**config.mk**
```make
export PLATFORM = sky130hd
export DESIGN_NAME = olte_cell
export DESIGN_NICKNAME = d
export VERILOG_FILES = /design/src/rtl/olte_pkg.sv /design/src/rtl/olte_cell.sv
export SDC_FILE = /design/constraint.sdc
export NUM_CORES = 1
export LEC_CHECK = 0
export ABC_CLOCK_PERIOD_IN_PS = 4600
export BUFFER_PORTS_ARGS = -buffer_cell sky130_fd_sc_hd__buf_2
export CAP_MARGIN = 10
export CORE_MARGIN = 1.5
export CORE_UTILIZATION = 44
export CTS_CLUSTER_DIAMETER = 150
export DETAILED_ROUTE_END_ITERATION = 10
export PLACE_DENSITY = 0.81
export SETUP_SLACK_MARGIN = 0.1
export SYNTH_ARGS = -nofsm -noshare
export SYNTH_HDL_FRONTEND = slang
export SYNTH_SLANG_ARGS = --single-unit
```
**constraint.sdc**
```tcl
create_clock -name i_clk -period 4.6 [get_ports i_clk]
set_input_delay 0.23 -clock i_clk [delete_from_list [all_inputs] [get_ports i_clk]]
set_output_delay 0.23 -clock i_clk [all_outputs]
set_load 0.005 [all_outputs]
```
**src/rtl/olte_pkg.sv**
```systemverilog
package olte_pkg;

    // store geometry
    localparam int DEPTH  = 64;
    localparam int WORD_W = 32;
    localparam int CELL_W = $clog2(DEPTH);
    localparam int CNT_W  = 7;
    localparam int POS_W  = 8;
    localparam int KIND_W = 4;

    // reduction tree: cells are gathered in groups of eight
    localparam int GRP_N  = 8;
    localparam int GRP_IW = $clog2(GRP_N);
    localparam int NGRP   = DEPTH / GRP_N;
    localparam int NGRP_W = (NGRP > 1) ? $clog2(NGRP) : 1;

    localparam logic [CNT_W-1:0] CAP_RESET = CNT_W'(DEPTH);
    localparam logic [CNT_W-1:0] CAP_MAX   = CNT_W'(DEPTH);

    typedef enum logic [KIND_W-1:0] {
        K_INS_FRONT = 4'd0,
        K_REM_FRONT = 4'd1,
        K_INS_BACK  = 4'd2,
        K_REM_BACK  = 4'd3,
        K_INS_AT    = 4'd4,
        K_REM_AT    = 4'd5,
        K_SEARCH    = 4'd6,
        K_SELECT    = 4'd7,
        K_REPLACE   = 4'd8
    } t_kind;

    // per-cell operation broadcast along the chain
    typedef enum logic [2:0] {
        CO_HOLD,
        CO_INS,
        CO_REM,
        CO_PUT,
        CO_FLAG
    } t_cell_op;

    typedef struct packed {
        t_cell_op                  op;
        logic [CELL_W-1:0]         pos;
        logic [CELL_W-1:0]         sel;
        logic [CNT_W-1:0]          count;
        logic signed [WORD_W-1:0]  word;
    } t_cell_ctl;

    typedef enum logic [1:0] {
        ST_IDLE,
        ST_GROUP,
        ST_FINAL
    } t_state;

    typedef struct packed {
        logic                      full;
        logic                      empty;
        logic [CNT_W-1:0]          count;
        logic [CNT_W-1:0]          found;
        logic signed [WORD_W-1:0]  rd;
        logic                      ok;
    } t_result;

endpackage

```
**src/rtl/olte_cell.sv**
```systemverilog
module olte_cell
    import olte_pkg::*;
(
    input  logic                     i_clk,
    input  logic [CELL_W-1:0]        i_idx,
    input  t_cell_ctl                i_ctl,
    input  logic signed [WORD_W-1:0] i_left,
    input  logic signed [WORD_W-1:0] i_right,
    output logic signed [WORD_W-1:0] o_data,
    output logic                     o_match,
    output logic                     o_hit
);

    logic signed [WORD_W-1:0] r_data, n_data;
    logic                     r_match, n_match;
    logic                     r_hit, n_hit;

    // entry update: shift up on insert, down on remove, direct write
    always_comb begin
        n_data = r_data;
        case (i_ctl.op)
            CO_INS: begin
                if (i_idx > i_ctl.pos) begin
                    n_data = i_left;
                end else if (i_idx == i_ctl.pos) begin
                    n_data = i_ctl.word;
                end
            end
            CO_REM: begin
                if (i_idx >= i_ctl.pos) begin
                    n_data = i_right;
                end
            end
            CO_PUT: begin
                if (i_idx == i_ctl.pos) begin
                    n_data = i_ctl.word;
                end
            end
            default: ;
        endcase
    end

    // search and select flags, captured on the accepting cycle
    always_comb begin
        n_match = r_match;
        n_hit   = r_hit;
        if (i_ctl.op == CO_FLAG) begin
            n_match = (r_data == i_ctl.word) && ({1'b0, i_idx} < i_ctl.count);
            n_hit   = (i_idx == i_ctl.sel);
        end
    end

    always_ff @(posedge i_clk) begin
        r_data  <= n_data;
        r_match <= n_match;
        r_hit   <= n_hit;
    end

    assign o_data  = r_data;
    assign o_match = r_match;
    assign o_hit   = r_hit;

endmodule

```
---- Word-level counts from Yosys, hierarchy flattened ----
Cells that the tools add are included.
W data, S select, Z words.
cells by class
  $lt $le $gt $ge ......................... 3
  equal/unequal tests ..................... 8
  multiplexer cells ....................... 4
  reduce and logical (&&, ||, !) cells .... 3
operators by type and width
  operator              count
  $mux W32              3
  $pmux W32 S3          1
  $eq A32 B32 Y1        1
  $eq A6 B6 Y1          2
  $lt A6 B7 Y1          1
  $eq A3 B2 Y1 const B  2
  $ge A6 B6 Y1          1
  $gt A6 B6 Y1          1
  $eq A3 B1 Y1 const B  1
  $eq A3 B3 Y1 const B  1
  $reduce_bool A3 Y1    1
  $ne A2 B2 Y1 const B  1
  $reduce_and A2 Y1     1
  $logic_and A1 B1 Y1   1
word-level totals
  register bits ........................... 34
  bits of input ports ..................... 125
  output and inout bits ................... 34
  word-level logic and storage cells ...... 21

---- Longest topological paths before layout ----
Gate-level depths: netlist of the first run.
  depth in word-level cells ............... 4
  mapped depth ............................ 8
  gate-level depth less buffers ........... 7

---- Worst setup path after synthesis of the first run ----
Ideal clock, no wire load.
  path kind ............................... input to register
  start point ............................. input port i_ctl[50] in the netlist's numbering
  end point ............................... register r_data[0], in the netlist o_data[0] (enable)
  library setup time ...................... 0.470 ns
  data arrival time ....................... 3.640 ns
  data required time ...................... 4.130 ns
  setup slack ............................. 0.490 ns
  cell stages on the path ................. 7
  buffers on the path ..................... 1
  path through ............................ inv_1 -> ha_1 -> nand4_2 -> nor2_4 -> buf_4 -> nor2_1 -> a211oi_1
on the way
  longest elaborated chain between the ends .. 3
ends and longest elaborated chain
  what                                RTL line         RTL
  from (decl)                         olte_cell.sv:6   input t_cell_ctl i_ctl,
  $ge A6 B6 Y1                        olte_cell.sv:30  if (i_idx >= i_ctl.pos) begin
  $ne A2 B2 Y1 (no source line)       -
  $reduce_and A2 Y1 (no source line)  -
  to (signal assigned)                olte_cell.sv:54  r_data <= n_data;
  to (decl)                           olte_cell.sv:14  logic signed [WORD_W-1:0] r_data, n_data;
No other way between the ends.
A chain may end at the register's enable or synchronous reset.

---- Worst setup path in the final report of the first run ----
  start point ............................. input port i_idx[5]
  end point ............................... register r_data[8], in the netlist o_data[8] (enable)
on the way
  longest elaborated chain between the ends .. 3
ends and longest elaborated chain
  what                                RTL line         RTL
  from (decl)                         olte_cell.sv:5   input logic [CELL_W-1:0] i_idx,
  $ge A6 B6 Y1                        olte_cell.sv:30
  $ne A2 B2 Y1 (no source line)       -
  $reduce_and A2 Y1 (no source line)  -
No other way between the ends.

==> results of run 1 <==
==> where the power goes <==
group / leakage [nW] / switching (mW) / total, mW / internal [mW]
clock: 0.0658 / 0.110 / 0.324 / 0.214
combinational: 1.19 / 0.147 / 0.277 / 0.130
sequential: 0.320 / 0.0237 / 0.408 / 0.384
total: 1.57 / 0.281 / 1.01 / 0.728
==> flip-flops by register name (all words and copies together), names as in the netlist <==
register and cells:
o_hit 1, o_match 1, o_data 32
==> logic make-up (layout without fill, tap and decap cells) <==
family | Yosys count | in the layout | share of synthesized area
compound gates | 76 | 76 | 0.204
xor+xnor | 38 | 38 | 0.125
fa+ha+maj | 11 | 11 | 0.0518
buf+inv | 23 | 180 | 0.0471
flops | 34 | 34 | 0.385
mux | 32 | 32 | 0.121
simple gates | 27 | 27 | 0.0664
==> cell type report <==
type	instances	area, um^2
clock buffers	5	68.8
clock inverters	3	63.8
fillers	521	2250
inverters	11	41.3
multi-input cells	184	1530
flip-flops and latches	34	1020
well taps	75	93.8
repair buffers	161	813
==> worst max-delay path: stages <==
cell and delay [ps]:
buf_2 120, ha_1 320, nand4_2 170, nor2_4 130, buf_4 460, nor2_1 160, a211oi_4 250, buf_4 410
==> per-layer routing <==
layer	wire length [um]	track usage	vias to the layer above
li1	-	-	1235
met1	3290	0.307	1180
met2	3760	0.402	116
met3	448	0.0375	12
met4	99	0.0517	0
met5	0	0	-
==> synthesized netlist by cell type (all sizes together) <==
cell and n:
nor4 8, a21o 3, nor2 4, ha 11
nor2b 2, and2 1, clkbuf 3, a22oi 32
mux2i 32, a21oi 4, o21ai 33, nand2 1
xor2 34, nor3 2, inv 11, o21bai 1
nand2b 2, nand4b 1, and3 1, nand3 1
nand4 4, o22ai 1, buf 9, xnor2 4
edfxtp 34, a211oi 1, a31oi 1
==> stage by stage <==
step           power [mW]  hold WS, ps  std cells  instance area, um^2
2_1_floorplan       0.567          439        241                 2660
3_3_place_gp        0.678          530        465                 3500
3_5_place_dp        0.691          531        465                 3500
4_1_cts              1.02          236        473                 3630
5_1_grt              1.06          243        473                 3630
6_report             1.01          242        473                 3630
==> worst min path at each step <==
stage | to | startpoint | slack, ps
final | o_data[27]$_DFFE_PP_ | i_left[27] | 240
after global routing | o_data[11]$_DFFE_PP_ | i_left[11] | 240
after CTS | o_data[1]$_DFFE_PP_ | i_left[1] | 240
after detailed placement | o_data[1]$_DFFE_PP_ | i_left[1] | 530
after global placement | o_data[29]$_DFFE_PP_ | i_left[29] | 530
after floorplan | o_data[0]$_DFFE_PP_ | i_left[0] | 440
==> metrics.md, run 1 <==
| Metric | Value |
|---|---|
| Share of the synthesized area in the top cell type | 0.385 |
| Crit path capture | o_data[8]$_DFFE_PP_ |
| CTS Sinks | 34 |
| Max cap viols | 0 |
| Yosys top cell by area | edfxtp_1 |
| Reg-to-reg endpoint | o_match$_DFFE_PN_ |
| DR WL/cell | 16.1 um |
| Die area | 6510 um^2 |
| #FFs+latches synth | 34 |
| Routed Wire Length | 7.60 mm |
| DP HPWL | 5.87 mm |
| Max Slew Vio Count | 0 |
| DR vias/cell | 5.38 |
| Worst skew pair latency | 290 ps |
| Initial antenna violation count | 0 |
| Cells after synthesis | 241 |
| Share of cells above drive strength 1 | 0.470 |
| ANT nets after route | 0 |
| Final worst path period need | approximately 2300 ps |
| Synthesized area per cell | 11.0 um^2 |
| Layout area overhead | 36.9% |
| Gpl congestion | 0.873 |
| Die W | around 81 um |
| H-tree depth | 2 |
| CP Capture Type | register |
| Ant diodes | 0 |
| # port buffers | 158 |
| Hold Path Depth | 3 |
| Status | completed |
| Synth area leaders | edfxtp_1, mux2i_1, xor2_1, a22oi_1, ha_1 |
| Final hold viol count | 0 |
| Hold-fix buffers, CTS | 0 |
| CP startpoint kind | input pin |
| Starting DRT DRC Count | 106 |
| R2R Path Start | o_data[12]$_DFFE_PP_ |
| Post-route setup TNS | 0 ps |
| PD cells | ~280 nW/um^2 |
| Largest net degree at the start of global routing | 34 |
| Post-CTS setup buffer count | 0 |
| Max FO, Critical Path | 33 |
| Post-layout util | 0.618 |
| Leakage | 1.57 nW |
| Die H | 80.7 um |
| DRC violations left | 0 |
| Most frequent cells in the layout | buf_2, xor2_1, edfxtp_1 |
| CP startpoint | i_idx[5] |
| Reg2Reg Depth | 4 |
| Max clock buf depth | 2 |
| Finish-stage setup viols | 0 |
| DR vias | 2543 |
| CTS root buffer | clkbuf_8 |
| Net count, final | 533 |
| Post-CTS Resized | 0 |
| Syn_nets | 377 |
| Period utilisation layout | 0.508 |
| Synth cell types | 36 |
| Clock transition at path regs | roughly 80 ps |
| Synth Cell Area | 2660 um^2 |
| CTS buffer count | 5 |
| Hold crit path type | input pin to register |
| Relative slew slack | 0.356 |
| Maximum VDD drop | 0.000205 V |
| FP Rows | 28 |
| Arr. time, crit path | ~2300 ps |
| IO Count | 159 |
| Vias in the first global route | between 2000 and 3000 |
| Clock skew | 8.68 ps |
| First-pass GRT wire length | 11.5 mm |
| Data required, critical path | 4540 ps |
| Fmax | 0.428 GHz |
| Register area share after synthesis | 0.385 |
| GRT Util Overall | 0.234 |
| Core area | between 5000 and 6000 um^2 |
| Gr ovfl total | 0 |
| Final Worst Setup Slack | ~2300 ps |
| DR pass1 iterations | 4 |
| Yosys warns | 0 |
| RSZ-0062 raised after global routing | false |
| CTS tree | yes |
| Slew at the pin closest to its max-slew limit | 963 ps |
| Commonest non-fill, non-tap cell in the layout | buf_2 |
| Initial core utilization | 0.451 |
| Pre-CTS WS | a little under 2000 ps |
| Worst R2R Setup Slack | 3040 ps |
| CP Class | input pin to register |
Note: power is estimated with default switching activity, not from simulation.
==> inputs of run 2 (changes only) <==
ABC_CLOCK_PERIOD_IN_PS = 2000   (was 4600)
CORE_UTILIZATION = 40   (was 44)
PLACE_DENSITY = 0.78   (was 0.81)
clock period = 2 ns   (was 4.6 ns; I/O delays follow)
==> metrics.md, run 2 (synthesized netlist as in run 1, its figures left out) <==
| Metric | Value |
|---|---|
| Max clock buf depth | 2 (unchanged) |
| Initial core utilization | 0.416 (-0.0354) |
| Period utilisation layout | 0.957 |
| Leakage | 1.60 nW (+1.3%) |
| Final worst path period need | 1910 ps |
| R2R Path Start | o_data[12]$_DFFE_PP_ |
| Ant diodes | 0 (unchanged) |
| FP Rows | 29 (+3.6%) |
| Final hold viol count | 0 (unchanged) |
| CTS tree | yes |
| Layout filler cell count | 574 (+10%) |
| RSZ-0062 raised after global routing | true |
| DR pass1 iterations | 4 (unchanged) |
| Worst R2R Setup Slack | 400 ps (-2640 ps) |
| CP Class | input pin to register |
| Die H | 84.5 um (+4.7%) |
| GRT Util Overall | 0.223 (-0.0104) |
| Initial antenna violation count | 0 (unchanged) |
| # port buffers | 158 (unchanged) |
| Hold-fix buffers, CTS | 0 (unchanged) |
| Met3 GRT Util | 0.0383 (+0.000848) |
| ANT nets after route | 0 (unchanged) |
| Critical hold path startpoint | i_left[10] |
| Met2 Use GR | 0.404 (+0.00268) |
| Finish-stage setup viols | 0 (unchanged) |
| Relative slew slack | 0.332 (-0.0242) |
| Max Slew Vio Count | 0 (unchanged) |
| H-tree depth | 2 (unchanged) |
| Slowest cell on the critical path | a31oi_2 |
| Gpl congestion | 0.809 (-7.4%) |
| Most frequent cells in the layout | buf_2, xor2_1, edfxtp_1 |
| CP Capture Type | register |
| Starting DRT DRC Count | 88 (-17%) |
| Max cap viols | 0 (unchanged) |
| DR WL/cell | 17.2 um (+6.9%) |
| Data required, critical path | 2120 ps (-2420 ps) |
| Die W | 84.5 um (+4.7%) |
| CP startpoint | i_ctl[49] |
| Reg-to-reg endpoint | o_match$_DFFE_PN_ |
| Pre-CTS WS | -118 ps (-2050 ps) |
| CTS buffer count | 5 (unchanged) |
| PD cells | 568 nW/um^2 (+100%) |
| Post-CTS setup buffer count | 0 (unchanged) |
| DRC violations left | 0 (unchanged) |
| DP HPWL | 6.39 mm (+8.8%) |
| Hold crit path type | input pin to register |
| Die area | 7140 um^2 (+9.6%) |
| Crit path capture | o_data[27]$_DFFE_PP_ |
| DR vias/cell | 5.28 (-1.8%) |
| GR met1 Demand/Resource | 0.276 (-0.0313) |
| Gr ovfl total | 0 (unchanged) |
| Largest net degree at the start of global routing | 33 (-2.9%) |
| Net count, final | 540 (+1.3%) |
| Final Worst Setup Slack | 85.4 ps (-2180 ps) |
| Routed Wire Length | 8.28 mm (+9.0%) |
| CTS Sinks | 34 (unchanged) |
| Status | completed |
| Max reg flops | 32 (unchanged) |
| IO Count | 159 (unchanged) |
| CP startpoint kind | input pin |
| Reg2Reg Depth | 4 (unchanged) |
| CTS root buffer | clkbuf_8 |
| Max FO, Critical Path | 16 (-52%) |
| Fmax | between 0.5 and 0.6 GHz |
| Vias in the first global route | 2633 (+5.3%) |
| First-pass GRT wire length | 12.5 mm (+8.4%) |
| DR vias | 2546 (+0.12%) |
| Arr. time, crit path | 2040 ps (-230 ps) |
| Share of cells above drive strength 1 | 0.504 (+0.0339) |
| Hold Slack | 109 ps (-133 ps) |
| Core area | 6390 um^2 (+8.5%) |
| GRT busiest layer | met2 |
| Worst skew pair latency | 280 ps (about the same) |
| Crit-path cells | buf_2 > inv_12 > ha_4 > nand4_4 > o21bai_4 > a31oi_2 > a22oi_1 > o21ai_0 |
| Clock skew | 13.2 ps (+4.53 ps) |
| Commonest non-fill, non-tap cell in the layout | buf_2 |
| Clock transition at path regs | 80 ps (about the same) |
| Slew at the pin closest to its max-slew limit | 999 ps (+35.3 ps) |
| Max incr delay on CP | 820 ps (+360 ps) |
| Hold Path Depth | 3 (unchanged) |
| Maximum VDD drop | 0.000336 V (+64%) |
| Layout area overhead | 42.0% |
run 2: cell type report:
type	count	area [um^2]	area share
multi-input cells	185	1610	0.428
clock inverters	3	16.3	0.00431
inverters	11	58.8	0.0156
flip-flops and latches	34	1020	0.271
repair buffers	167	896	0.238
clock buffers	5	68.8	0.0182
well taps	77	96.3	0.0255
run 2: what timing repair did:
| action | 4_1_cts | 5_1_grt |
|---|---|---|
| resized for setup | 0 | 0 |
| endpoints found under the hold margin | 0 | 0 |
| endpoints found under the setup margin | 0 | 12 |
run 2: worst max-delay path, delay by kind of cell:
kind	cells	cell delay (ps)
AOI/OAI and AO/OA	4	1340
buffers and inverters	2	190
and+or+nand+nor	1	130
adders and majority gates	1	270
run 2: layer usage:
metal / vias to the layer above / share of wire
met1: 1183 / 0.43
met3: 6 / 0.047
li1: 1254 / -
met2: 103 / 0.52
met4: 0 / 0.0066
met5: - / 0
run 2: worst min-delay path by stage:
stage / end
2_1_floorplan: o_data[0]$_DFFE_PP_
3_3_place_gp: o_data[10]$_DFFE_PP_
3_5_place_dp: o_data[10]$_DFFE_PP_
4_1_cts: o_data[10]$_DFFE_PP_
5_1_grt: o_data[5]$_DFFE_PP_
6_report: o_data[10]$_DFFE_PP_
run 2: per-stage QoR:
stage	cells	setup TNS (ps)	total power, mW	utilization	instance area [um^2]
global route	482	0	2.26	0.591	3770
floorplan	241	-7740	1.33	-	2760
detailed placement	473	-2330	1.65	0.575	3670
global placement	473	-1210	1.63	0.575	3670
CTS	481	0	2.14	0.589	3760
finish	482	0	2.14	0.591	3770
run 2: power breakdown:
part	internal [mW]	switching, mW	total [mW]
clock network	0.239	0.260	0.499
logic	0.340	0.367	0.708
registers	0.883	0.0539	0.937
==> inputs of run 3 (changes only) <==
ABC_AREA = 1   (was not set)
CORE_UTILIZATION = 44   (was 40)
PLACE_DENSITY = 0.79   (was 0.78)
==> metrics.md, run 3 <==
| Metric | Value |
|---|---|
| Status | completed |
| Max reg flops | 32 (unchanged) |
| Commonest non-fill, non-tap cell in the layout | nand2_1 |
| Share of the synthesized area in the top cell type | 0.290 (-0.0950) |
| Die area | 8560 um^2 (+20%) |
| Max Slew Vio Count | 0 (unchanged) |
| Reg2Reg Depth | 7 (+3) |
| Die H | 92.5 um (+9.5%) |
| R2R Path Start | o_data[16]$_DFFE_PP_ |
| Hold-fix buffers, CTS | 0 (unchanged) |
| Hold Path Sink | o_data[27]$_DFFE_PP_ |
| H-tree depth | 2 (unchanged) |
| CP Class | input pin to register |
| Fmax | 0.690 GHz (+32%) |
| Critical hold path startpoint | i_right[27] |
| Arr. time, crit path | 1440 ps (-600 ps) |
| #FFs+latches synth | 34 (unchanged) |
| Worst R2R Setup Slack | 650 ps (+250 ps) |
| Slew at the pin closest to its max-slew limit | 587 ps (-412 ps) |
| Hold Path Depth | 5 (+2) |
| Layout filler cell count | 738 (+29%) |
| Clock skew | 3.78 ps (-9.42 ps) |
| Post-layout util | 0.589 (-0.00146) |
| Initial core utilization | 0.456 (+0.0405) |
| Finish-stage setup viols | 0 (unchanged) |
| Gr ovfl total | 0 (unchanged) |
| DP HPWL | 8.10 mm (+27%) |
| Yosys top cell by area | edfxtp_1 |
| DR vias/cell | 4.83 (-8.6%) |
| Final worst path period need | 1450 ps (-464 ps) |
| Max incr delay on CP | 270 ps (-550 ps) |
| Crit-path cells | buf_2 > inv_12 > ha_4 > nand2_4 > nor2_4 > nand2_2 > nand3_4 > nor2_4 > a21oi_4 > buf_4 |
| Most frequent cell after synthesis | nand2_1 |
| Syn_nets | 693 (+84%) |
| ANT nets after route | 0 (unchanged) |
| Reg-to-reg endpoint | o_match$_DFFE_PN_ |
| Synth top cells by count | nand2_1, inv_1, nand3_1 |
| Layout area overhead | 29.1% |
| Number of flops mapped to enable cells by yosys | 34 (unchanged) |
| Vias in the first global route | 3663 (+39%) |
| Data required, critical path | 1990 ps (-130 ps) |
| DR vias | 3934 (+55%) |
| Register area share after synthesis | 0.290 (-0.0950) |
| RSZ-0062 raised after global routing | false |
| Max cap viols | 0 (unchanged) |
| Asr flop ratio synth | 0 (unchanged) |
| Synth area leaders | edfxtp_1, nand2_1, inv_1, nand3_1, nand3_2 |
| IO Count | 159 (unchanged) |
| Top FF cell, synth | edfxtp_1 |
| Synth cell types | 29 (-19%) |
| Die W | 92.5 um (+9.5%) |
| GRT Util Overall | 0.237 (+0.0141) |
| Yosys warns | 0 (unchanged) |
| Gpl congestion | 0.929 (+15%) |
| Most common cell on crit path | nor2_4 |
| DRC violations left | 0 (unchanged) |
| DR WL/cell | 12.6 um (-27%) |
| Hold crit path type | input pin to register |
| Post-CTS Resized | 0 (unchanged) |
| CTS Sinks | 34 (unchanged) |
| Sum of buffers and inverters on the critical path | 3 (+1) |
| Final hold viol count | 0 (unchanged) |
| CP startpoint | i_ctl[48] |
| CTS root buffer | clkbuf_8 |
| Clock transition at path regs | 80 ps (about the same) |
| Largest net degree at the start of global routing | 33 (unchanged) |
| Cells after synthesis | 557 (+130%) |
| Starting DRT DRC Count | 187 (+110%) |
| Max clock buf depth | 2 (unchanged) |
| Leakage | 2.66 nW (+67%) |
| Post-route setup TNS | 0 ps (unchanged) |
| CTS tree | yes |
| Synth Cell Area | 3530 um^2 (+33%) |
| Net count, final | 848 (+57%) |
| Period utilisation layout | 0.725 (-0.232) |
| Most frequent cells in the layout | nand2_1, buf_2, inv_1 |
| Maximum VDD drop | 0.000334 V (-0.55%) |
| Initial antenna violation count | 0 (unchanged) |
| Slowest cell on the critical path | ha_4 |
| Core area | 7730 um^2 (+21%) |
| PD cells | 513 nW/um^2 (-9.7%) |
| Synthesized area per cell | 6.33 um^2 (-43%) |
| Routed Wire Length | 10.2 mm (+24%) |
| DR pass1 iterations | 5 (+1) |
| Max FO, Critical Path | 12 (-4) |
| CP Capture Type | register |
| # port buffers | 158 (unchanged) |
| First-pass GRT wire length | 16.2 mm (+29%) |
| Post-CTS setup buffer count | 0 (unchanged) |
| Largest delay contributor family on the critical path | simple AND/OR/NAND/NOR gates |
| Ant diodes | 0 (unchanged) |
| Share of cells above drive strength 1 | 0.310 (-0.194) |
| Worst skew pair latency | 290 ps (about the same) |
| CTS buffer count | 5 (unchanged) |
| FP Rows | 32 (+10%) |
| CP startpoint kind | input pin |
| Relative slew slack | 0.608 (+0.276) |
[run 3: cell count changes in the layout (fill, tap and decap cells not counted), moves of 32 or more]
cell and delta:
mux2i_1 -32, a22oi_1 -32, nand2_1 +235, inv_1 +89, nand3_1 +47, xor2_1 -33
[run 3: worst max-delay path by stage]
| stage | to | slack [ps] | depth (start not counted) |
|---|---|---|---|
| global route | o_data[5]$_DFFE_PP_ | 410 | 11 |
| global placement | o_data[19]$_DFFE_PP_ | 270 | 10 |
| CTS | o_data[5]$_DFFE_PP_ | 540 | 10 |
| floorplan | o_data[0]$_DFFE_PP_ | 40 | 9 |
| detailed placement | o_data[19]$_DFFE_PP_ | 230 | 10 |
| finish | o_data[0]$_DFFE_PP_ | 550 | 10 |
[run 3: tightest hold or removal path: cells and delay by family]
family	cells	cell delay [ps]
buffers and inverters	2	100
AND/OR/NAND/NOR	3	130
[run 3: metal layers]
| metal | GRT usage | vias to the layer above | wire length (um) |
|---|---|---|---|
| met1 | 0.286 | 1711 | 4170 |
| met3 | 0.0361 | 26 | 763 |
| li1 | - | 2024 | - |
| met2 | 0.425 | 173 | 5060 |
| met5 | 0 | - | 0 |
| met4 | 0.0833 | 0 | 248 |
[run 3: power by group]
| part | internal, mW | switching, mW |
|---|---|---|
| logic | 0.379 | 0.492 |
| clock network | 0.238 | 0.267 |
| registers | 0.891 | 0.0673 |
[run 3: kinds of logic (layout without fill, tap and decap cells)]
kind of cell,Yosys count,in the layout,synth area share
xor+xnor,6,6,0.0149
buf+inv,125,281,0.161
simple gates,341,341,0.434
fa+ha+maj,11,11,0.0390
flops,34,34,0.290
compound gates,40,40,0.0614
[run 3: layout make-up]
type	instances	area, um^2	area share
flip-flops and latches	34	1020	0.224
clock buffers	5	68.8	0.0151
multi-input cells	398	2020	0.444
well taps	102	128	0.0280
clock inverters	3	16.3	0.00357
repair buffers	169	886	0.195
inverters	104	413	0.0907
[run 3: metrics by stage]
stage / total power, mW / setup slack, ps / hold WS, ps / instance area (um^2) / cells
CTS: 2.34 / 542 / 150 / 4550 / 815
floorplan: 1.53 / 39.7 / 313 / 3630 / 557
detailed placement: 1.84 / 235 / 448 / 4470 / 807
global placement: 1.81 / 266 / 445 / 4470 / 807
global route: 2.51 / 405 / 162 / 4550 / 815
finish: 2.34 / 550 / 150 / 4550 / 815
