[config.mk]
export PLATFORM = sky130hd
export DESIGN_NAME = olte_group
export DESIGN_NICKNAME = d
export VERILOG_FILES = /design/src/rtl/olte_pkg.sv /design/src/rtl/olte_group.sv
export SDC_FILE = /design/constraint.sdc
export NUM_CORES = 1
export LEC_CHECK = 0
export BUFFER_PORTS_ARGS = -buffer_cell sky130_fd_sc_hd__buf_4
export CAP_MARGIN = 15
export CELL_PAD_IN_SITES_DETAIL_PLACEMENT = 0
export CELL_PAD_IN_SITES_GLOBAL_PLACEMENT = 1
export CORE_AREA = 2 2 119 121
export CTS_CLUSTER_DIAMETER = 200
export DETAILED_ROUTE_END_ITERATION = 7
export DIE_AREA = 0 0 121 123
export GPL_ROUTABILITY_DRIVEN = 0
export HOLD_SLACK_MARGIN = 0.15
export PLACE_DENSITY = 0.79
export SYNTH_ARGS = -nofsm -noshare
export SYNTH_HDL_FRONTEND = slang
export SYNTH_SLANG_ARGS = --single-unit
[constraint.sdc]
create_clock -name i_clk -period 1.2 [get_ports i_clk]
set_clock_uncertainty 0.2 [all_clocks]
set_input_delay 0.3 -clock i_clk [delete_from_list [all_inputs] [get_ports i_clk]]
set_output_delay 0.3 -clock i_clk [all_outputs]
set_load 0.01 [all_outputs]
[src/rtl/olte_pkg.sv]
package olte_pkg;

    // store geometry
    localparam int DEPTH  = 64;
    localparam int WORD_W = 32;
    localparam int CELL_W = $clog2(DEPTH);
    localparam int CNT_W  = 7;
    localparam int POS_W  = 8;
    localparam int KIND_W = 4;

    // reduction tree: cells are gathered in groups of eight
    localparam int GRP_N  = 8;
    localparam int GRP_IW = $clog2(GRP_N);
    localparam int NGRP   = DEPTH / GRP_N;
    localparam int NGRP_W = (NGRP > 1) ? $clog2(NGRP) : 1;

    localparam logic [CNT_W-1:0] CAP_RESET = CNT_W'(DEPTH);
    localparam logic [CNT_W-1:0] CAP_MAX   = CNT_W'(DEPTH);

    typedef enum logic [KIND_W-1:0] {
        K_INS_FRONT = 4'd0,
        K_REM_FRONT = 4'd1,
        K_INS_BACK  = 4'd2,
        K_REM_BACK  = 4'd3,
        K_INS_AT    = 4'd4,
        K_REM_AT    = 4'd5,
        K_SEARCH    = 4'd6,
        K_SELECT    = 4'd7,
        K_REPLACE   = 4'd8
    } t_kind;

    // per-cell operation broadcast along the chain
    typedef enum logic [2:0] {
        CO_HOLD,
        CO_INS,
        CO_REM,
        CO_PUT,
        CO_FLAG
    } t_cell_op;

    typedef struct packed {
        t_cell_op                  op;
        logic [CELL_W-1:0]         pos;
        logic [CELL_W-1:0]         sel;
        logic [CNT_W-1:0]          count;
        logic signed [WORD_W-1:0]  word;
    } t_cell_ctl;

    typedef enum logic [1:0] {
        ST_IDLE,
        ST_GROUP,
        ST_FINAL
    } t_state;

    typedef struct packed {
        logic                      full;
        logic                      empty;
        logic [CNT_W-1:0]          count;
        logic [CNT_W-1:0]          found;
        logic signed [WORD_W-1:0]  rd;
        logic                      ok;
    } t_result;

endpackage

[src/rtl/olte_group.sv]
module olte_group
    import olte_pkg::*;
(
    input  logic                                i_clk,
    input  logic [GRP_N-1:0][WORD_W-1:0]        i_data,
    input  logic [GRP_N-1:0]                    i_match,
    input  logic [GRP_N-1:0]                    i_hit,
    output logic                                o_any,
    output logic [GRP_IW-1:0]                   o_first,
    output logic [WORD_W-1:0]                   o_data
);

    logic                r_any, n_any;
    logic [GRP_IW-1:0]   r_first, n_first;
    logic [WORD_W-1:0]   r_data, n_data;

    // first match within the group and the selected word
    always_comb begin
        n_any   = |i_match;
        n_first = '0;
        n_data  = '0;
        for (int k = GRP_N - 1; k >= 0; k--) begin
            if (i_match[k]) begin
                n_first = GRP_IW'(k);
            end
        end
        for (int k = 0; k < GRP_N; k++) begin
            n_data = n_data | (i_hit[k] ? i_data[k] : '0);
        end
    end

    always_ff @(posedge i_clk) begin
        r_any   <= n_any;
        r_first <= n_first;
        r_data  <= n_data;
    end

    assign o_any   = r_any;
    assign o_first = r_first;
    assign o_data  = r_data;

endmodule
==> Word-level counts from Yosys, hierarchy flattened <==
Index checks and enable logic that the tools add are counted.
{ "totals": {"ff_bits": 36, "out_inout_bits": 36, "wordCells": 30} }
{ "classes": {"n_mux": 15, "n_reduce_logical": 3, "n_bitwise": 7} }
{ "ops": {"columns": ["operator", "n"], "rows": [
  ["2-to-1 mux 32 bit", 8],
  ["OR 32 bit", 7],
  ["2-to-1 mux 3 bit", 4],
  ["OR reduction 8 bit", 1],
  ["2-to-1 mux 2 bit", 2],
  ["OR reduction 4 bit", 1],
  ["OR reduction 2 bit", 1],
  ["2-to-1 mux 1 bit", 1]
]} }

==> Logic depth before layout (Yosys ltp) <==
Gate-level depths: netlist (run 1).
{ "depth": {"depth_word": 8, "depth_mapped": 3, "depth_no_buf": 3} }

==> Worst setup path after synthesis (run 1) <==
No wires, ideal clock.
{ "synth_path": {"path_type": "input-to-reg", "startpoint": "input port i_hit[3]", "endpoint": "register r_data[12], in the netlist o_data[12]", "t_arrival_ps": 700, "setup_ps": 130, "path_buffers": 1, "stages": 3, "required_time_ps": 870, "path_slack_ps": 170, "path_cell_list": "buf_2 a22oi_1 nand4_1"} }
{ "synth_via": {"elab_chain_len": 6} }
{ "synth_rtl": {"columns": ["element", "line_no", "rtl"], "rows": [
  ["start: declaration", "olte_group.sv:7", "input logic [GRP_N-1:0] i_hit,"],
  ["2-to-1 mux 32 bit", "olte_group.sv:28", "n_data = n_data | (i_hit[k] ? i_data[k] : '0);"],
  ["OR 32 bit (5 in a row)", "olte_group.sv:28", null],
  ["named net n_data[12]", "olte_group.sv:15", "logic [WORD_W-1:0] r_data, n_data;"],
  ["end signal: assignment", "olte_group.sv:35", "r_data <= n_data;"],
  ["end: declaration", "olte_group.sv:15", null]
]} }
The timed path passes the listed nets, and every way through them passes these cells.
A chain may end at the register's enable or synchronous reset.

==> Worst setup path after layout (run 1) <==
{ "layout_path": {"startpoint": "register r_data[19], in the netlist o_data[19]", "endpoint": "output port o_data[19]"} }
{ "layout_lines": {"columns": ["element", "line_no", "rtl"], "rows": [
  ["end: declaration", "olte_group.sv:10", "output logic [WORD_W-1:0] o_data"]
]} }
No word-level cell between the ends.

==> summary.md, run 1 <==
| Metric | Value |
|---|---|
| Worst hold path endpoint | o_first[1] |
| Hold path cells | 2 |
| Final Core Density | 36.4% |
| Nets@finish | 806 |
| DRT Pass-1 Iters | 5 |
| Number of global-route vias before repair | 3,717 |
| Unrepaired setup endpoints after global routing | true |
| Overall Power | 4.10 mW |
| Routed vias/inst | 4.98 |
| Clock buffer depth | 2 |
| DPL Wire Length | 10.6 mm |
| Crit end category | primary output |
| Share of the yosys chip area belonging to registers | 33.7% |
| Total Routing Usage GR | 17.5% |
| Critical path cell sequence | buf_6 |
| Worst path bufs/invs | 1 |
| Core Box Area | 13,600 um2 |
| Clk sink count | 36 |
| H-tree level count | 2 |
| Slew headroom | 69.4% |
| Worst slew pin tran | 0.458 ns |
| Finished Layout Cells | 714 |
| Max Cap Viol | 0 |
| Distinct cell type count of the synthesized netlist | 15 |
| Root buffer cell | clkbuf_16 |
| WP data required | 0.70 ns |
| DRT antenna net count | 0 |
| Cells after Synth | 234 |
| Inserted Clock Buffers | 5 |
| Die area | 14,900 um2 |
| Post-synth top flop | dfxtp_1 |
| Seq cells post-synth | 36 |
| Initial drt markers | 194 |
| Yosys top cell area share | 44.9% |
| Status | finished with violations |
| Hold path start | i_match[1] |
| Top cells by count, synth | a22oi_1 (128), dfxtp_1 (36), nand4_1 (32) |
| Critical-path top delay cell | dfxtp_2 |
| IO Count | 309 |
| Layout area overhead | 131% |
| Final worst path period share | 102% |
| Critical path class | flip-flop to primary output |
| N_diodes | 0 |
| P_leak | 2.32 nW |
| Mapped Area | 2140 um2 |
| Highest clock rate | 817 MHz |
| Critical Path AT | 0.72 ns |
| DRC | 0 |
| Startpoint types | flip-flop |
| Synth Net Count | 507 |
| Syn_area_per_cell | 9.14 um2 |
| HP Class | input port to flip-flop |
| Critical path's largest stage delay | 0.33 ns |
| Final hold vios | 1 |
| Buffers on Ports | 308 |
| Family with the most delay on the worst path | flip-flops |
| Leading area contributor after synthesis | a22oi_1 |
| Fill cells | 1,383 |
| Tmin final | 1.22 ns |
| Share of cells above drive strength 1 | 67.2% |
| Via count | 3,556 |
| CTS tree | done |
| Die width | 121 um |
| Setup TNS | -0.466 ns |
| Synth top area cells | a22oi_1 (45%), dfxtp_1 (34%), nand4_1 (9.4%) |
| Largest net degree at the start of global routing | 33 |
| Failing checks | negative hold slack, negative setup slack |
| CTS clk-pin slew, worst paths | 0.06 ns |
| YS warnings | 0 |
| Routed WL | 13.8 mm |
| Worst IR Drop VDD | 0.438 mV |
| Number of synthesized flops with an enable pin | 0 |
| Cell Pwr Density | 828 nW/um2 |
| WHS | -0.00182 ns |
| DR WL/cell | 19.3 um |
| Initial antenna violation count | 0 |
| Setup slack after layout | -0.0236 ns |
| # setup viols final | 36 |
| Initial Utilization | 15.7% |
| Crit path max fanout | 1 |
| Gr ovfl total | 0 |
| Fraction of registers with async set or reset after synthesis | 0% |
| Fin. max-slew vios | 0 |
| Placed cell count | 706 |
| First-pass GRT wire length | 19.7 mm |
| Top-count cell post-synth | a22oi_1 |
| Core Rows | 43 |
| Die height | 123 um |
==> metrics by stage <==
step	setup slack, ns	cell area, um2
floorplan	0.170	2140
CTS	-0.0398	4940
finish	-0.0236	4950
global route	-0.0477	4950
detailed placement	-0.188	4620
global placement	-0.153	4620
==> state kept, by name (all words and copies together) (netlist names) <==
register	cells
o_first	3
o_data	32
o_any	1
==> worst max path at each step <==
stage | start | endpoint | cells past startpoint
6_report | o_data[19] | o_data[19] | 1
5_1_grt | o_any | o_any | 1
4_1_cts | o_data[19] | o_data[19] | 1
3_5_place_dp | i_hit[2] | o_data[0] | 3
3_3_place_gp | i_hit[2] | o_data[0] | 3
2_1_floorplan | i_hit[3] | o_data[12] | 3
==> layout make-up <==
cell class / instances / area [um2] / area share [%]
timing repair buffer: 316 / 2570 / 51.9
multi-input combinational: 173 / 1240 / 25.0
sequential: 36 / 763 / 15.4
tap: 180 / 225 / 4.55
clock buffer: 6 / 139 / 2.81
clock inverter: 2 / 10.0 / 0.202
inverter: 1 / 3.75 / 0.0758
==> timing repair <==
action / in CTS / in global routing
gates resized for setup: 64 / 6
endpoints found under the setup margin: 36 / 36
setup buffers: 0 / 0
endpoints found under the hold margin: 36 / 36
==> cells in the final DEF, fill, tap and decap left out <==
cell / instances
nor4_1: 1
buf_12: 5
o41ai_1: 1
nand4_1: 32
clkbuf_16: 5
clkbuf_8: 1
a21oi_1: 2
buf_4: 275
clkinv_2: 2
buf_6: 36
inv_1: 1
nand2_1: 1
a22oi_1: 128
o21ai_0: 1
dfxtp_1: 2
nor4_2: 1
dfxtp_2: 34
a211oi_1: 1
nor2b_1: 2
nor2_1: 3
==> cell families (layout without fill, tap and decap cells) <==
kind of cell    Yosys count  after routing  share of synthesized area, %
simple gates             40             40                          11.5
compound gates          133            133                          46.4
buf+inv                  25            325                          8.42
flops                    36             36                          33.7
==> power by group <==
group,internal (mW),switching (mW)
combinational,0.891,0.533
sequential,1.28,0.0320
clock,0.820,0.549
==> routing by layer <==
metal / global-route usage (%) / wire (um)
met1: 19.0 / 4970
met2: 32.0 / 7190
met3: 5.21 / 1330
met4: 6.54 / 313
met5: 0 / 0
Note: power is estimated with default switching activity, not from simulation.
==> run 2: changes to the inputs <==
==> config.mk (replaced) <==
export PLATFORM = sky130hd
export DESIGN_NAME = olte_group
export DESIGN_NICKNAME = d
export VERILOG_FILES = /design/src/rtl/olte_pkg.sv /design/src/rtl/olte_group.sv
export SDC_FILE = /design/constraint.sdc
export NUM_CORES = 1
export LEC_CHECK = 0
export BUFFER_PORTS_ARGS = -buffer_cell sky130_fd_sc_hd__buf_4
export CAP_MARGIN = 15
export CELL_PAD_IN_SITES_DETAIL_PLACEMENT = 1
export CELL_PAD_IN_SITES_GLOBAL_PLACEMENT = 2
export CORE_UTILIZATION = 13
export CTS_CLUSTER_DIAMETER = 200
export DETAILED_ROUTE_END_ITERATION = 7
export GPL_ROUTABILITY_DRIVEN = 0
export HOLD_SLACK_MARGIN = 0.15
export PLACE_DENSITY = 0.88
export SYNTH_ARGS = -nofsm -noshare
export SYNTH_HDL_FRONTEND = slang
export SYNTH_SLANG_ARGS = --single-unit
==> run 2 against run 1 <==
  * The flow still finishes with violations (negative hold slack, negative setup slack)
  * Worst hold slack got worse by 0.00053 ns
  * Non-clock buffer count fell by 8
  * Global-route usage fell by 1.5 points
  * Maximum frequency fell by 1.4%
  * Worst setup slack got worse by 0.017 ns
  * Wire length rose by 6.7%
  * Sequential power barely moved
  * Critical path depth did not move
  * Critical endpoint is now o_data[0]
  * Largest power group is now the clock network
  * Highest routed layer unchanged
==> summary.md, run 2 (synthesis gave the netlist of run 1 again) <==
| Metric | Value |
|---|---|
| Tmin final | 1.24 ns (+0.0168 ns) |
| Worst slew pin tran | 0.481 ns (+0.0226 ns) |
| P_leak | 2.29 nW (-1.4%) |
| Core Box Area | 16,000 um2 (+18%) |
| Root buffer cell | clkbuf_16 |
| Highest clock rate | 806 MHz (-1.4%) |
| Via count | 3,491 (-1.8%) |
| Die width | 130 um (+7.7%) |
| Critical path cell sequence | buf_6 |
| Routed vias/inst | 4.70 (-5.5%) |
| Critical path's largest stage delay | 0.35 ns (+0.02 ns) |
| Overall Power | 4.67 mW (+14%) |
| Family with the most delay on the worst path | flip-flops |
| Worst IR Drop VDD | 0.453 mV (+3.3%) |
| Initial drt markers | 167 (-14%) |
| Finished Layout Cells | 742 (+3.9%) |
| Crit path max fanout | 1 (unchanged) |
| Routed WL | 14.7 mm (+6.7%) |
| Unrepaired setup endpoints after global routing | true |
| Final hold vios | 1 (unchanged) |
| HP Class | input port to flip-flop |
| H-tree level count | 2 (unchanged) |
| Total Routing Usage GR | 16.0% (-1.5 points) |
| Grt met2 use | 31.3% (-0.73 points) |
| Failing checks | negative hold slack, negative setup slack |
| DRT antenna net count | 0 (unchanged) |
| N_diodes | 0 (unchanged) |
| First-pass GRT wire length | 20.2 mm (+2.3%) |
| Post-CTS Setup Bufs | 0 (unchanged) |
| Fin. max-slew vios | 0 (unchanged) |
| Hold path start | i_match[1] |
| Final worst path period share | 103% (+1.4 points) |
| DPL Wire Length | 11.0 mm (+4.1%) |
| Clk sink count | 36 (unchanged) |
| Initial Utilization | 13.4% (-2.3 points) |
| CTS clk-pin slew, worst paths | 0.06 ns (about the same) |
| Clock buffer depth | 2 (unchanged) |
| Crit end category | primary output |
| CTS tree | done |
| Largest register FFs | 32 (unchanged) |
| IO Count | 309 (unchanged) |
| Slew headroom | 67.9% (-1.5 points) |
| Most frequent cells in the layout | buf_4 (272), a22oi_1 (127), buf_6 (36) |
| GR Util met3 | 5.62% (+0.40 points) |
| Max Cap Viol | 0 (unchanged) |
| Met1 usage | 15.5% (-3.5 points) |
| Cell Pwr Density | 945 nW/um2 (+14%) |
| Die height | 130 um (+5.9%) |
| Buffers on Ports | 308 (unchanged) |
| Placed cell count | 734 (+4.0%) |
| Layout area overhead | 131% |
| Critical-path top delay cell | dfxtp_2 |
| WP data required | 0.70 ns (about the same) |
| DRT Pass-1 Iters | 4 (-1) |
| Startpoint types | flip-flop |
| Nets@finish | 798 (-0.99%) |
| Status | finished with violations |
| GRT busiest layer | met2 |
| Gr ovfl total | 0 (unchanged) |
| Initial antenna violation count | 0 (unchanged) |
| WHS | -0.00235 ns (-0.000527 ns) |
| Share of cells above drive strength 1 | 67.1% (-0.12 points) |
| Worst hold path endpoint | o_first[1] |
| Setup slack after layout | -0.0404 ns (-0.0168 ns) |
| Core Rows | 46 (+7.0%) |
| Critical path class | flip-flop to primary output |
| Worst path bufs/invs | 1 (unchanged) |
| Number of global-route vias before repair | 3,803 (+2.3%) |
| Die area | 17,000 um2 (+14%) |
| # setup viols final | 36 (unchanged) |
| Most common cell after layout, fill and taps aside | buf_4 |
| Inserted Clock Buffers | 5 (unchanged) |
| DR WL/cell | 19.9 um (+2.7%) |
| Critical Path AT | 0.74 ns (+0.02 ns) |
| Hold path cells | 2 (unchanged) |
| Largest net degree at the start of global routing | 33 (unchanged) |
| DRC | 0 (unchanged) |
## run 2: changes by cell type in the layout (fill, tap and decap cells not counted), sizes merged
cell | before | now
clkinv | 2 | 0
clkbuf | 6 | 5
bufinv | 0 | 3
buf | 316 | 308
## run 2: worst max-delay path by stage
| stage | slack, ns | end | start | depth (start not counted) |
|---|---|---|---|---|
| 2_1_floorplan | 0.17 | o_data[12] | i_hit[3] | 3 |
| 3_3_place_gp | -0.21 | o_data[11] | i_hit[3] | 3 |
| 3_5_place_dp | -0.28 | o_data[11] | i_hit[3] | 3 |
| 4_1_cts | -0.06 | o_data[0] | o_data[0] | 1 |
| 5_1_grt | -0.07 | o_data[0] | o_data[0] | 1 |
| 6_report | -0.04 | o_data[0] | o_data[0] | 1 |
## run 2: repair_timing
| action | 4_1_cts | 5_1_grt |
|---|---|---|
| hold endpoints to repair | 36 | 36 |
| endpoints found under the setup margin | 36 | 37 |
| gates resized for setup | 63 | 9 |
## run 2: power breakdown
part	total [mW]	internal, mW	switching, mW
sequential	1.31	1.28	0.0333
combinational	1.39	0.855	0.531
clock	1.98	1.40	0.577
## run 2: cell type report
| class | instances | area, um2 |
|---|---|---|
| Clock buffer | 5 | 125 |
| Clock inverter | 3 | 90.1 |
| Fill cell | 1944 | 11100 |
| Inverter | 1 | 3.75 |
| Multi-Input combinational cell | 173 | 1240 |
| Sequential cell | 36 | 764 |
| Tap cell | 216 | 270 |
| Timing Repair Buffer | 308 | 2450 |
## run 2: stage by stage
step / setup TNS [ns] / cell area [um2] / setup slack (ns) / util [%]
after global routing: -1.53 / 4940 / -0.0663 / 30.9
after CTS: -1.26 / 4930 / -0.0646 / 30.8
final: -0.586 / 4940 / -0.0404 / 30.9
after floorplan: 0 / 2140 / 0.170 / -
after detailed placement: -1.99 / 4550 / -0.276 / 28.4
after global placement: -1.05 / 4550 / -0.212 / 28.4
## run 2: routing by layer
metal  up-vias  wire (um)
li1       1590          -
met1      1639       5020
met2       238       7860
met3        24       1570
met4         0        286
met5         -          0
==> run 3: changes to the inputs <==
--- a/config.mk
+++ b/config.mk
@@ -5,6 +5,7 @@
 export SDC_FILE = /design/constraint.sdc
 export NUM_CORES = 1
 export LEC_CHECK = 0
+export ABC_AREA = 1
 export BUFFER_PORTS_ARGS = -buffer_cell sky130_fd_sc_hd__buf_4
 export CAP_MARGIN = 15
 export CELL_PAD_IN_SITES_DETAIL_PLACEMENT = 1
@@ -14,7 +15,8 @@
 export DETAILED_ROUTE_END_ITERATION = 7
 export GPL_ROUTABILITY_DRIVEN = 0
 export HOLD_SLACK_MARGIN = 0.15
-export PLACE_DENSITY = 0.88
+export PLACE_DENSITY = 0.89
+export REMOVE_ABC_BUFFERS = 1
 export SYNTH_ARGS = -nofsm -noshare
 export SYNTH_HDL_FRONTEND = slang
 export SYNTH_SLANG_ARGS = --single-unit
==> run 3 against run 2 <==
  * The flow still finishes with violations (negative hold slack, negative setup slack)
  * Wire length is 16% higher
  * Critical path type unchanged
  * Area after synthesis up 15%
  * Power shrank 3.7%
  * Cell count grew 35%
  * Highest routed layer unchanged
  * Global-route usage grew 1.2 points
  * Core utilization increased by 2.0 points
==> summary.md, run 3 <==
| Metric | Value |
|---|---|
| Status | finished with violations |
| Failing checks | negative hold slack, negative setup slack |
| Share of cells above drive strength 1 | 50.5% (-17 points) |
| First-pass GRT wire length | 25.7 mm (+27%) |
| Worst path bufs/invs | 1 (unchanged) |
| Largest net degree at the start of global routing | 33 (unchanged) |
| Crit path max fanout | 1 (unchanged) |
| Hold Buf Count CTS | 49 |
| Die area | 19,500 um2 (+15%) |
| DRC | 0 (unchanged) |
| WP data required | 0.70 ns (about the same) |
| Synth top area cells | nand2_1 (32%), dfxtp_1 (29%), a21oi_1 (11%) |
| Most frequent cells in the layout | buf_4 (281), nand2_1 (211), nand3_1 (43) |
| IO Count | 309 (unchanged) |
| Startpoint types | flip-flop |
| Highest clock rate | 805 MHz (-0.14%) |
| Family with the most delay on the worst path | flip-flops |
| Slew headroom | 68.7% (+0.81 points) |
| P_leak | 3.14 nW (+37%) |
| Inserted Clock Buffers | 5 (unchanged) |
| Layout area overhead | 145% |
| Met1 usage | 18.9% (+3.4 points) |
| Unrepaired setup endpoints after global routing | true |
| Total Routing Usage GR | 17.3% (+1.2 points) |
| Critical-path top delay cell | dfxtp_2 |
| Critical path's largest stage delay | 0.33 ns (-0.02 ns) |
| Critical path cell sequence | buf_6 |
| Routed WL | 17.0 mm (+16%) |
| Leading area contributor after synthesis | nand2_1 |
| Gr ovfl total | 0 (unchanged) |
| Fin. max-slew vios | 0 (unchanged) |
| Number of synthesized flops with an enable pin | 0 (unchanged) |
| Post-route cell area | 6020 um2 (+22%) |
| Top cells by count, synth | nand2_1 (212), a21oi_1 (52), nand3_1 (43) |
| Root buffer cell | clkbuf_16 |
| Placed Area | 5100 um2 (+12%) |
| H-tree level count | 2 (unchanged) |
| Setup slack after layout | -0.0421 ns (-0.00171 ns) |
| Die height | 139 um (+7.1%) |
| Final Core Density | 32.9% (+2.0 points) |
| Initial Utilization | 13.5% (+0.078 points) |
| Core Box Area | 18,300 um2 (+14%) |
| Post-CTS Setup Bufs | 0 (unchanged) |
| DPL Wire Length | 12.7 mm (+16%) |
| CTS tree | done |
| Buffers on Ports | 308 (unchanged) |
| Largest register FFs | 32 (unchanged) |
| Cells after Synth | 418 (+79%) |
| WHS | -0.0222 ns (-0.0199 ns) |
| Mapped Area | 2460 um2 (+15%) |
| Distinct cell type count of the synthesized netlist | 14 (-1) |
| Via count | 4,308 (+23%) |
| Final worst path period share | 104% (+0.14 points) |
| # setup viols final | 36 (unchanged) |
| DRT Pass-1 Iters | 4 (unchanged) |
| Initial antenna violation count | 0 (unchanged) |
| HP Class | input port to flip-flop |
| YS warnings | 0 (unchanged) |
| Fraction of registers with async set or reset after synthesis | 0% (unchanged) |
| CTS clk-pin slew, worst paths | 0.07 ns (about the same) |
| Worst IR Drop VDD | 0.454 mV (+0.33%) |
| Grt met2 use | 32.8% (+1.5 points) |
| Die width | 139 um (+7.1%) |
| Worst slew pin tran | 0.469 ns (-0.0122 ns) |
| Initial drt markers | 117 (-30%) |
| DRT antenna net count | 0 (unchanged) |
| Post-synth top flop | dfxtp_1 |
| Nets@finish | 1,045 (+31%) |
| Clock buffer depth | 2 (unchanged) |
| Seq cells post-synth | 36 (unchanged) |
| Crit end category | primary output |
| Yosys top cell area share | 32.4% (-13 points) |
| Syn_area_per_cell | 5.88 um2 (-36%) |
| Cell Pwr Density | 748 nW/um2 (-21%) |
| Placed cell count | 949 (+29%) |
| Finished Layout Cells | 1,001 (+35%) |
| Number of global-route vias before repair | 4,762 (+25%) |
| GRT busiest layer | met2 |
| Most common cell after layout, fill and taps aside | buf_4 |
| GR Util met3 | 3.72% (-1.9 points) |
| Final hold vios | 1 (unchanged) |
| N_diodes | 0 (unchanged) |
| Core Rows | 49 (+6.5%) |
| Critical path class | flip-flop to primary output |
| Clk sink count | 36 (unchanged) |
| Top-count cell post-synth | nand2_1 |
| Routed vias/inst | 4.30 (-8.5%) |
| Share of the yosys chip area belonging to registers | 29.3% (-4.4 points) |
| DR WL/cell | 17.0 um (-14%) |
| Tmin final | 1.24 ns (+0.00171 ns) |
| Critical Path AT | 0.74 ns (about the same) |
| Max Cap Viol | 0 (unchanged) |
[run 3: cell types whose count changed in the layout (fill, tap and decap cells not counted), sizes merged, moves of 3 or more]
| cell | before | now |
|---|---|---|
| dlygate4sd3 | 0 | 38 |
| bufinv | 3 | 0 |
| a22o | 0 | 19 |
| nand3 | 0 | 43 |
| nand2 | 1 | 212 |
| a22oi | 128 | 0 |
| inv | 1 | 9 |
| dlymetal6s4s | 0 | 11 |
| buf | 308 | 322 |
| a21oi | 2 | 52 |
| nor2 | 3 | 12 |
| nand4 | 32 | 8 |
[run 3: final timing paths]
| path | slack [ns] | startpoint | to | depth (start not counted) |
|---|---|---|---|---|
| worst max-delay path | -0.04 | o_data[17] | o_data[17] | 1 |
| worst min-delay path | -0.02 | i_match[0] | o_first[0] | 2 |
[run 3: final cells by class]
class	count	area, um2
multi-input cells	349	1650
inverters	9	33.8
well taps	229	287
fillers	2288	12300
repair buffers	371	3130
clock buffers	7	153
flip-flops and latches	36	763
[run 3: routing by layer]
metal / share of wire [%] / vias up
met4: 2.2 / 0
met2: 52 / 192
met1: 39 / 2011
li1: - / 2084
met5: 0 / -
met3: 6.8 / 21
[run 3: power by group]
part | leakage (nW) | switching, mW | internal, mW
Clock | 0.0760 | 0.593 | 0.875
Sequential | 0.284 | 0.0326 | 1.27
Combinational | 2.77 | 0.679 | 1.05
Total | 3.14 | 1.30 | 3.20
[run 3: kinds of logic (layout without fill, tap and decap cells)]
family / after synthesis / count (layout) / synth area share [%]
compound gates: 72 / 72 / 17.6
buf+inv: 33 / 387 / 7.59
flops: 36 / 36 / 29.3
simple gates: 277 / 277 / 45.5
[run 3: what timing repair did]
item,in CTS,in global routing
setup endpoints to repair,36,58
gates cloned,0,0
pin swaps,0,18
gates resized for setup,60,48
endpoints found under the hold margin,36,33
[run 3: stage by stage]
step / power, mW / setup WS, ns / TNS, ns
2_1_floorplan: 1.70 / 0.124 / 0
3_3_place_gp: 2.80 / -0.145 / -3.21
3_5_place_dp: 2.82 / -0.188 / -3.87
4_1_cts: 4.53 / -0.0761 / -1.19
5_1_grt: 4.77 / -0.0805 / -1.50
6_report: 4.50 / -0.0421 / -0.594
